File: src/hdl/fvc_pkg.sv
// Shared types and constants for the flywheel velocity controller.
`timescale 1ns / 1ps

package fvc_pkg;

    // Request codes
    localparam logic [1:0] ReqFixed    = 2'd0;
    localparam logic [1:0] ReqDistance = 2'd1;
    localparam logic [1:0] ReqStop     = 2'd2;

    // Configuration register indexes
    localparam logic [2:0] RegKpGain       = 3'd0;
    localparam logic [2:0] RegTargetSpeed  = 3'd1;
    localparam logic [2:0] RegFfSlope      = 3'd2;
    localparam logic [2:0] RegFfOffset     = 3'd3;
    localparam logic [2:0] RegOutputLimit  = 3'd4;
    localparam logic [2:0] RegSlewStep     = 3'd5;
    localparam logic [2:0] RegBandFixed    = 3'd6;
    localparam logic [2:0] RegBandDistance = 3'd7;

    // Register reset values
    localparam logic [15:0] KpGainReset       = 16'd1174;
    localparam logic [14:0] TargetSpeedReset  = 15'd3000;
    localparam logic [15:0] FfSlopeReset      = 16'd1510;
    localparam logic [15:0] FfOffsetReset     = 16'd236;
    localparam logic [14:0] OutputLimitReset  = 15'd32440;
    localparam logic [14:0] SlewStepReset     = 15'd9830;
    localparam logic [15:0] BandFixedReset    = 16'd250;
    localparam logic [15:0] BandDistanceReset = 16'd150;

    // Distance target line in Q8 rpm: 13.1389*d + 3269.23
    localparam logic signed [16:0] DistSlopeQ8  = 17'sd3364;
    localparam logic signed [30:0] DistOffsetQ8 = 31'sd836923;

    // Sequencer states
    typedef enum logic [3:0] {
        S_IDLE,
        S_TGT,
        S_ERR,
        S_KPL,
        S_KPH,
        S_FFL,
        S_FFH,
        S_CLAMP,
        S_SLEW,
        S_DONE
    } t_state;

endpackage

File: src/hdl/flywheel_velocity_controller_top.sv
// Flywheel velocity controller: sequencer around one shared multiplier.
`timescale 1ns / 1ps

// Proportional speed control with linear feedforward, absolute clamp and
// slew limit. A run request steps through TGT (distance-target multiply),
// ERR, KPL and KPH (two partial products for the gain term), FFL and FFH
// (two for the feedforward term), CLAMP, SLEW and DONE, all on a single
// 17 x 14 bit multiplier; a stop request goes straight to DONE. The input
// is stalled while an item is in flight. One result register sits on the
// output, so an item may be accepted while a result still waits there.
// Configuration writes are always taken; write only while idle.
module flywheel_velocity_controller_top (
    input  logic               i_clk,
    input  logic               i_rst_n,
    // input channel
    input  logic               i_in_valid,
    output logic               o_in_stall,
    input  logic [1:0]         i_req_type,
    input  logic signed [15:0] i_measured_rpm,
    input  logic [9:0]         i_distance_in,
    input  logic signed [4:0]  i_trim_steps,
    // output channel
    output logic               o_out_valid,
    input  logic               i_out_stall,
    output logic signed [15:0] o_drive,
    output logic               o_at_speed,
    // configuration channel
    input  logic               i_cfg_valid,
    output logic               o_cfg_ready,
    input  logic [2:0]         i_cfg_index,
    input  logic [15:0]        i_cfg_data
);
    import fvc_pkg::*;

    // configuration registers
    logic [15:0]        r_kp_gain;
    logic [14:0]        r_target_speed;
    logic [15:0]        r_ff_slope;
    logic signed [15:0] r_ff_offset;
    logic [14:0]        r_output_limit;
    logic [14:0]        r_slew_step;
    logic [15:0]        r_band_fixed;
    logic [15:0]        r_band_distance;

    // sequencer and item registers
    t_state             r_state, n_state;
    logic               r_req_dist;
    logic signed [15:0] r_meas;
    logic signed [11:0] r_dist;
    logic [22:0]        r_tgt;
    logic signed [25:0] r_err;
    logic               r_at;
    logic signed [42:0] r_acc;
    logic signed [27:0] r_drive;
    logic signed [15:0] r_last;

    // output register
    logic               r_out_valid;
    logic signed [15:0] r_out_drive;
    logic               r_out_at;

    // shared multiplier
    logic signed [16:0] mul_a;
    logic signed [13:0] mul_b;
    logic signed [30:0] mul_p;
    logic signed [42:0] acc_sum;

    logic               in_xfer;
    logic               out_free;
    logic               out_load;
    logic signed [11:0] dist_next;
    logic signed [25:0] err_next;
    logic [25:0]        abs_err;
    logic [15:0]        band_sel;
    logic signed [16:0] delta;
    logic signed [16:0] slew_pos;
    logic signed [16:0] slew_neg;

    assign o_cfg_ready = 1'b1;
    assign o_in_stall  = (r_state != S_IDLE);
    assign in_xfer     = i_in_valid && (r_state == S_IDLE);
    assign out_free    = !r_out_valid || !i_out_stall;

    // take configuration writes
    always_ff @(posedge i_clk) begin
        if (!i_rst_n) begin
            r_kp_gain       <= KpGainReset;
            r_target_speed  <= TargetSpeedReset;
            r_ff_slope      <= FfSlopeReset;
            r_ff_offset     <= FfOffsetReset;
            r_output_limit  <= OutputLimitReset;
            r_slew_step     <= SlewStepReset;
            r_band_fixed    <= BandFixedReset;
            r_band_distance <= BandDistanceReset;
        end else if (i_cfg_valid && o_cfg_ready) begin
            unique case (i_cfg_index)
                RegKpGain:       r_kp_gain       <= i_cfg_data;
                RegTargetSpeed:  r_target_speed  <= i_cfg_data[14:0];
                RegFfSlope:      r_ff_slope      <= i_cfg_data;
                RegFfOffset:     r_ff_offset     <= i_cfg_data;
                RegOutputLimit:  r_output_limit  <= i_cfg_data[14:0];
                RegSlewStep:     r_slew_step     <= i_cfg_data[14:0];
                RegBandFixed:    r_band_fixed    <= i_cfg_data;
                RegBandDistance: r_band_distance <= i_cfg_data;
            endcase
        end
    end

    // next state
    always_comb begin
        n_state = r_state;
        unique case (r_state)
            S_IDLE: begin
                if (in_xfer) begin
                    if (i_req_type == ReqFixed || i_req_type == ReqDistance) begin
                        n_state = S_TGT;
                    end else begin
                        n_state = S_DONE;
                    end
                end
            end
            S_TGT:   n_state = S_ERR;
            S_ERR:   n_state = S_KPL;
            S_KPL:   n_state = S_KPH;
            S_KPH:   n_state = S_FFL;
            S_FFL:   n_state = S_FFH;
            S_FFH:   n_state = S_CLAMP;
            S_CLAMP: n_state = S_SLEW;
            S_SLEW:  n_state = S_DONE;
            S_DONE: begin
                if (out_free) begin
                    n_state = S_IDLE;
                end
            end
        endcase
    end

    // multiplier operand select and result hand-off
    always_comb begin
        mul_a    = 17'sd0;
        mul_b    = 14'sd0;
        out_load = 1'b0;
        unique case (r_state)
            S_TGT: begin
                mul_a = DistSlopeQ8;
                mul_b = 14'(r_dist);
            end
            S_KPL: begin
                mul_a = $signed({1'b0, r_kp_gain});
                mul_b = $signed({1'b0, r_err[12:0]});
            end
            S_KPH: begin
                mul_a = $signed({1'b0, r_kp_gain});
                mul_b = 14'($signed(r_err[25:13]));
            end
            S_FFL: begin
                mul_a = $signed({1'b0, r_ff_slope});
                mul_b = $signed({1'b0, r_tgt[12:0]});
            end
            S_FFH: begin
                mul_a = $signed({1'b0, r_ff_slope});
                mul_b = $signed({4'b0, r_tgt[22:13]});
            end
            S_DONE:  out_load = out_free;
            default: ;
        endcase
    end

    assign mul_p   = mul_a * mul_b;
    assign acc_sum = r_acc + (43'(mul_p) <<< 13);

    // distance with trim: d = distance + 6 * trim
    assign dist_next = $signed({2'b0, i_distance_in})
                     + (12'(i_trim_steps) <<< 2) + (12'(i_trim_steps) <<< 1);

    // speed error against twice the measured speed, Q8
    assign err_next = $signed({3'b0, r_tgt})
                    - 26'($signed({r_meas, 9'b0}));
    assign abs_err  = err_next[25] ? 26'(-err_next) : 26'(err_next);
    assign band_sel = r_req_dist ? r_band_distance : r_band_fixed;

    // slew limit against the previous drive
    assign delta    = 17'($signed(r_drive[15:0])) - 17'(r_last);
    assign slew_pos = 17'(r_last) + $signed({2'b0, r_slew_step});
    assign slew_neg = 17'(r_last) - $signed({2'b0, r_slew_step});

    // sequencer state
    always_ff @(posedge i_clk) begin
        if (!i_rst_n) begin
            r_state <= S_IDLE;
        end else begin
            r_state <= n_state;
        end
    end

    // datapath registers
    always_ff @(posedge i_clk) begin
        unique case (r_state)
            S_IDLE: begin
                if (in_xfer) begin
                    r_req_dist <= (i_req_type == ReqDistance);
                    r_meas     <= i_measured_rpm;
                    r_dist     <= dist_next;
                    r_drive    <= 28'sd0;
                    r_at       <= 1'b0;
                end
            end
            S_TGT: begin
                if (r_req_dist) begin
                    r_tgt <= 23'(mul_p + DistOffsetQ8);
                end else begin
                    r_tgt <= {r_target_speed, 8'b0};
                end
            end
            S_ERR: begin
                r_err <= err_next;
                r_at  <= (abs_err < {2'b0, band_sel, 8'b0});
            end
            S_KPL: r_acc <= 43'(mul_p);
            S_KPH: r_drive <= 28'($signed(acc_sum[42:17]));
            S_FFL: r_acc <= 43'(mul_p);
            S_FFH: r_drive <= r_drive + 28'($signed(acc_sum[42:17])) + 28'(r_ff_offset);
            S_CLAMP: begin
                if (r_drive > $signed({13'b0, r_output_limit})) begin
                    r_drive <= $signed({13'b0, r_output_limit});
                end else if (r_drive < -$signed({13'b0, r_output_limit})) begin
                    r_drive <= -$signed({13'b0, r_output_limit});
                end
            end
            S_SLEW: begin
                if (delta > $signed({2'b0, r_slew_step})) begin
                    r_drive <= 28'(slew_pos);
                end else if (delta < -$signed({2'b0, r_slew_step})) begin
                    r_drive <= 28'(slew_neg);
                end
            end
            S_DONE: ;
        endcase
    end

    // drive history, cleared by reset
    always_ff @(posedge i_clk) begin
        if (!i_rst_n) begin
            r_last <= 16'sd0;
        end else if (out_load) begin
            r_last <= r_drive[15:0];
        end
    end

    // output register: load on hand-off, drop on transfer
    always_ff @(posedge i_clk) begin
        if (!i_rst_n) begin
            r_out_valid <= 1'b0;
        end else if (out_load) begin
            r_out_valid <= 1'b1;
        end else if (r_out_valid && !i_out_stall) begin
            r_out_valid <= 1'b0;
        end
    end

    always_ff @(posedge i_clk) begin
        if (out_load) begin
            r_out_drive <= r_drive[15:0];
            r_out_at    <= r_at;
        end
    end

    assign o_out_valid = r_out_valid;
    assign o_drive     = r_out_drive;
    assign o_at_speed  = r_out_at;

endmodule

File: config.mk
export PLATFORM = sky130hd
export DESIGN_NAME = flywheel_velocity_controller_top
export DESIGN_NICKNAME = d
export VERILOG_FILES = /design/src/hdl/fvc_pkg.sv /design/src/hdl/flywheel_velocity_controller_top.sv
export SDC_FILE = /design/constraint.sdc
export NUM_CORES = 2
export LEC_CHECK = 0
export ABC_AREA = 1
export BUFFER_PORTS_ARGS = -buffer_cell sky130_fd_sc_hd__clkbuf_2
export CAP_MARGIN = 10
export CORE_ASPECT_RATIO = 1.4
export CORE_MARGIN = 5
export CORE_UTILIZATION = 65
export DETAILED_ROUTE_END_ITERATION = 10
export GPL_TIMING_DRIVEN = 0
export PLACE_DENSITY = 0.83
export SYNTH_ARGS = -nofsm -noshare
export SYNTH_HDL_FRONTEND = slang
export SYNTH_SLANG_ARGS = --single-unit
File: constraint.sdc
create_clock -name i_clk -period 13.6 [get_ports i_clk]
set_input_delay 0.68 -clock i_clk [delete_from_list [all_inputs] [get_ports i_clk]]
set_output_delay 0.68 -clock i_clk [all_outputs]
set_load 0.02 [all_outputs]
## After elaboration in Yosys (flattened, before gate mapping)

Index checks and enable logic that the tools add are counted.

- Reductions and logical operators: 28
- Order comparisons: 5
- Mux-type cells: 20
- $mul: 1
- Equal/unequal tests: 21
- $add $sub $neg: 13

Operators by type and width:

| kind | number |
|---|---|
| two-way mux 28 bit | 5 |
| one-hot mux 28 bit (5 select lines) | 1 |
| one-hot mux 14 bit (5 select lines) | 1 |
| one-hot mux 16 bit (3 select lines) | 1 |
| adder 31 x 43 -> 43 bit | 1 |
| one-hot mux 4 bit (10 select lines) | 1 |
| subtractor 16 x 16 -> 17 bit | 2 |
| multiplier 17 x 14 -> 31 bit | 1 |
| adder 28 x 16 -> 28 bit | 1 |
| adder 28 x 26 -> 28 bit | 1 |
| > comparator 28 x 16 -> 1 bit | 1 |
| < comparator 28 bit | 1 |
| negation 15 -> 28 bit | 1 |
| < comparator 26 x 24 -> 1 bit | 1 |
| two-way mux 26 bit | 1 |
| negation 26 bit | 1 |
| subtractor 24 x 25 -> 26 bit | 1 |
| adder 23 x 21 -> 23 bit, second input constant | 1 |
| two-way mux 23 bit | 1 |
| AND reduction 2 bit | 11 |
| adder 16 x 16 -> 17 bit | 1 |
| > comparator 17 x 16 -> 1 bit | 1 |
| < comparator 17 bit | 1 |
| negation 15 -> 17 bit | 1 |
| 27 further kinds | 49 |

- Input bits: 57
- Logic and storage cells: 110
- Output and inout port bits: 20
- Register bits after elaboration: 301

## Logic depth before layout (Yosys ltp)

- Depth after elaboration: 8
- Mapped depth: 58
- Gate-level depth less buffers: 57

## Worst setup path after synthesis

OpenSTA, ideal clock, no wires.

- Kind: register -> register
- From: register r_state[0]
- To: register r_drive[27], data pin
- Period minus slack after synthesis: 10.152 ns
- Cell stages (with the launch flop): 46
- Slack: 3.448 ns
- Data arrival time: 9.897 ns
- Library setup time: 0.255 ns
- Data required time: 13.345 ns
- Cell sequence: dfxtp_1 > inv_2 > nor2_2 > nand2_1 > clkinv_1 > buf_1 > nand2_1 > nand4_1 > clkbuf_1 > nand2_1 > fa_1 > fa_1 > inv_1 > fa_1 > fa_1 > fa_1 > inv_1 > fa_1 > [10 not listed] > a21boi_1 > o21bai_1 > xor2_1 > ha_1 > inv_1 > nor3_1 > a2111oi_0 > nand3_1 > and2_1 > fa_1 > ha_1 > a21oi_1 > o21bai_1 > a21oi_1 > a21boi_0 > nand3_1 > nand3_1 > nand2_1

- Longest elaborated chain between the ends: 8
- Elaborated cells on any way between the ends: 17
- Classes of those cells: add/sub: 3; mul: 1; eq/ne: 7; mux: 3; reduce/logical: 3

RTL lines:

| element | line | source |
|---|---|---|
| start, declared | flywheel_velocity_controller_top.sv:46 | `t_state r_state, n_state;` |
| start signal, assigned | flywheel_velocity_controller_top.sv:192 | `r_state <= n_state;` |
| == test 4 x 3 -> 1 bit / == test 4 x 2 -> 1 bit (equally long branches) | flywheel_velocity_controller_top.sv:143 | `unique case (r_state)` |
| OR reduction 2 bit (no source line) | -- |  |
| one-hot mux 16 bit (3 select lines) | flywheel_velocity_controller_top.sv:143 |  |
| multiplier 17 x 14 -> 31 bit (*) | flywheel_velocity_controller_top.sv:169 | `assign mul_p = mul_a * mul_b;` |
| named net mul_p[27] | flywheel_velocity_controller_top.sv:65 | `logic signed [30:0] mul_p;` |
| adder 31 x 43 -> 43 bit (*) | flywheel_velocity_controller_top.sv:170 | `assign acc_sum = r_acc + (43'(mul_p) <<< 13);` |
| adder 28 x 26 -> 28 bit | flywheel_velocity_controller_top.sv:222 | `S_FFH: r_drive <= r_drive + 28'($signed(acc_sum[42:17])) + 28'(r_ff_offset);` |
| adder 28 x 16 -> 28 bit | flywheel_velocity_controller_top.sv:222 |  |
| one-hot mux 28 bit (5 select lines) (*) | flywheel_velocity_controller_top.sv:198 | `unique case (r_state)` |
| end signal, assigned | flywheel_velocity_controller_top.sv:222 |  |
| end signal, assigned | flywheel_velocity_controller_top.sv:225 | `r_drive <= $signed({13'b0, r_output_limit});` |
| end signal, assigned | flywheel_velocity_controller_top.sv:227 | `r_drive <= -$signed({13'b0, r_output_limit});` |
| end, declared | flywheel_velocity_controller_top.sv:54 | `logic signed [27:0] r_drive;` |

The timed path passes the listed nets; every way through them passes the cells marked *.
A chain may end at the register's enable or synchronous reset.

## Final worst setup path

- From: register r_state[2]
- To: register r_drive[27], data pin

Same word-level chain as after synthesis.

==> results.yml <==
floorplan:
  core_area_um2: 44780
  die_h_um: 260.9
  fp.dieW_um: 189.2
  floorplan.initialDensity_pct: 65.28
  num_io_pins: 77
  dieArea_um2: 49370
  rows: 92
detailed_routing:
  drtAntennaViolNets: 0
  drtIter0Drc: 2340
  wl_per_cell_um: 19.41
  num_vias: 26892
  finalWirelength_um: 88240
  vias_per_cell: 5.914
  drtPass1Iterations: 7
  drc: 0
setup_path:
  path_delay_family: "adder cells"
  slowest_stage: "o21ai_0"
  crit_path_max_fanout: 10
  path_buf_inv: 7
  crit_path_start_kind: "flip-flop"
  end_kind: "flip-flop"
  crit_path_frequent_cell: "fa_1"
  required_ns: 13.94
  critPathArrivalTime_ns: 12.48
  crit_type: "flip-flop to flip-flop"
  max_stage_delay_ns: 0.77
synth:
  yosys_most_used_dff: "dfxtp_1"
  synth.yosys.seq_area_share_pct: 24.59
  ys_ff_latch: 288
  ys_warn_count: 0
  synth_area_um2: 29230
  synth_edf_count: 142
  avgSynthCellArea_um2: 7.579
  synthTopCellsByArea: "edfxtp_1 15%, fa_1 14%, ha_1 14%, dfxtp_1 10%, nand2_1 9.9%"
  yosysUniqueCellTypes: 59
  netlist_instances: 3857
  synth_async_sr_flop_share_pct: 0
  syn_nets: 4432
  yosysTopAreaCell: "edfxtp_1"
  yosys.area.top_type_share_pct: 14.59
power:
  vdd_drop_max_mv: 0.2343
  clockPowerShare_pct: 10.8
  leakage_uw: 0.01577
  sequentialPowerShare_pct: 15.9
  internal-power_uw: 3817
  power.switching_uw: 4820
  netSwitchingFraction_pct: 55.81
  power_frac_comb_pct: 73.3
  powerDensity_nw_per_um2: 274.8
global_routing:
  grt_max_degree: 33
  grt_pass1_wl_um: 138700
  grt_usage_pct: 35.56
  met1_usage_pct: 39.76
  use_met2_pct: 63.02
  antenna_found_initial: 0
  globalRoute.busiestLayer: "met2"
  grt_pass1_vias: 26768
  grt_use_met3_pct: 4.255
  overflow: 0
timing:
  finalHoldViolations: 0
  slew_headroom_pct: 7.706
  setup_total_negative_slack_ns: 0
  fin_skew_ns: 0.03404
  worstMarginPinSlew_ns: 1.384
  fin_ws_ns: 1.458
  min_period_ns: 12.14
  fmax_mhz: 82.36
  rsz0062_at_grt: "false"
  setup_viol: 0
  final_max_slew_viol_count: 0
  fin_crit_sh_pct: 89.28
clock_tree:
  cts_buffers: 31
  cts_max_level: 1
  clock_path_buffers: 3
  clock_sinks: 288
  ctsRootBufferMaster: "clkbuf_16"
  cts_setup_buffers: 0
  clk_latency_ns: 0.62
  cts.clk_slew.worst_paths_ns: 0.07
  cts_hold_buf: 0
  cts_resized: 0
  cts_tree: "yes"
placement:
  dp.cells: 4489
  gp_congestion: 0.9944
  pre_cts_ws_ns: 1.712
  port-buffer-count: 66
  dpl.hpwl_um: 71610
status:
  status: "complete, no violations"
finish:
  final_cell_mix: "768 x nand2_1, 631 x inv_1, 416 x nor2_1"
  antenna_cells: 0
  ff_latch_area_um2: 7187
  multi_input_area_um2: 19240
  area_growth_pct: 7.529
  drive_above_1_share_pct: 5.423
  layout.nets: 4533
  fill_cells: 3734
  finalCoreUtilization_pct: 70.19
  layout_commonest_cell: "nand2_1"
  fin_cells: 4547
hold_path:
  hold_path_class: "input pin to flip-flop"
flow_run:
  max_cap_viol_count: 0
[registers in the layout, summed over array words and instances, names as in the netlist, 15 cells and up]
register	flops
o_drive	16
r_band_fixed	16
r_err	26
r_band_distance	16
r_tgt	23
r_acc	18
r_meas	16
r_target_speed	15
r_last	16
r_drive	28
r_kp_gain	16
r_ff_slope	16
r_output_limit	15
r_slew_step	15
r_ff_offset	16
[per-stage QoR]
| stage | area [um2] | power, uW | hold slack [ns] |
|---|---|---|---|
| 2_1_floorplan | 29230 | 5892 | 0.4003 |
| 3_3_place_gp | 30270 | 7424 | 0.4015 |
| 3_5_place_dp | 30300 | 7548 | 0.4099 |
| 4_1_cts | 31430 | 8512 | 0.2298 |
| 5_1_grt | 31430 | 9436 | 0.2333 |
| 6_report | 31430 | 8637 | 0.2362 |
[layer usage]
layer,share of wire [%],up-vias
li1,-,12750
met1,36,12518
met2,49,1237
met3,6.8,387
met4,8.7,0
met5,0,-
[cells by family (layout without fill, tap and decap cells)]
kind of cell	after synthesis	after routing	synth area share [%]
AO/OA/AOI/OAI	657	657	12.71
other	1	1	0.01283
XOR/XNOR	101	101	3.257
multiplexers	15	15	0.5136
flip-flops	288	288	24.59
AND/OR/NAND/NOR	1530	1530	21.94
buffers and inverters	747	873	9.622
adder cells (fa/ha/maj)	518	518	27.36
[worst register-to-register path: cells and delay by family (launching register included)]
kind | cells | cell delay [ns]
AO/OA/AOI/OAI | 9 | 2.47
XOR/XNOR | 1 | 0.70
adder cells (fa/ha/maj) | 10 | 4.69
buffers and inverters | 7 | 1.05
flip-flops | 1 | 0.46
AND/OR/NAND/NOR | 15 | 2.51
[power groups by stage]
stage	Sequential (uW)	Clock [uW]	Combinational [uW]
finish	1370	931	6330
global route	1390	967	7080
CTS	1370	931	6210
detailed placement	1390	0	6160
global placement	1390	0	6040
floorplan	1310	0	4580
[cell usage after synthesis, drive strengths merged (2+ instances only)]
cell type    n
xor2        85
o31ai        4
nor3        36
ha         316
o21ai      225
nor4         8
o22ai       10
or2         17
and3         2
a21o        13
inv        658
o221a        2
buf         11
nand4       44
clkbuf      67
nand2      789
o2111ai      6
a21boi       9
nand3b      11
a22o        12
clkinv      11
xnor2       16
fa         202
nand3      185
o21bai      11
o21a        12
a221oi       5
o211ai      51
a31oi       20
dfxtp      146
a211oi       4
nor2       427
and2        11
mux2i       15
edfxtp     142
a21oi      267
[worst paths after layout]
path	slack (ns)	cells after the start	endpoint	from
max	1.46	42	r_drive[27]	r_state[2]
min reg2reg	0.42	0	o_at_speed	r_at
min	0.24	1	r_meas[2]	i_measured_rpm[2]
max reg2reg	1.46	42	r_drive[27]	r_state[2]
[area by class of cell]
cell class / instances / area share, %
inverter: 669 / 7.989
timing repair buffer: 68 / 1.111
buffer: 78 / 0.9633
multi-input combinational: 2822 / 61.22
sequential: 288 / 22.87
clock buffer: 46 / 3.252
clock inverter: 12 / 0.3503
tap: 564 / 2.245
(Power assumes the default switching activity.)
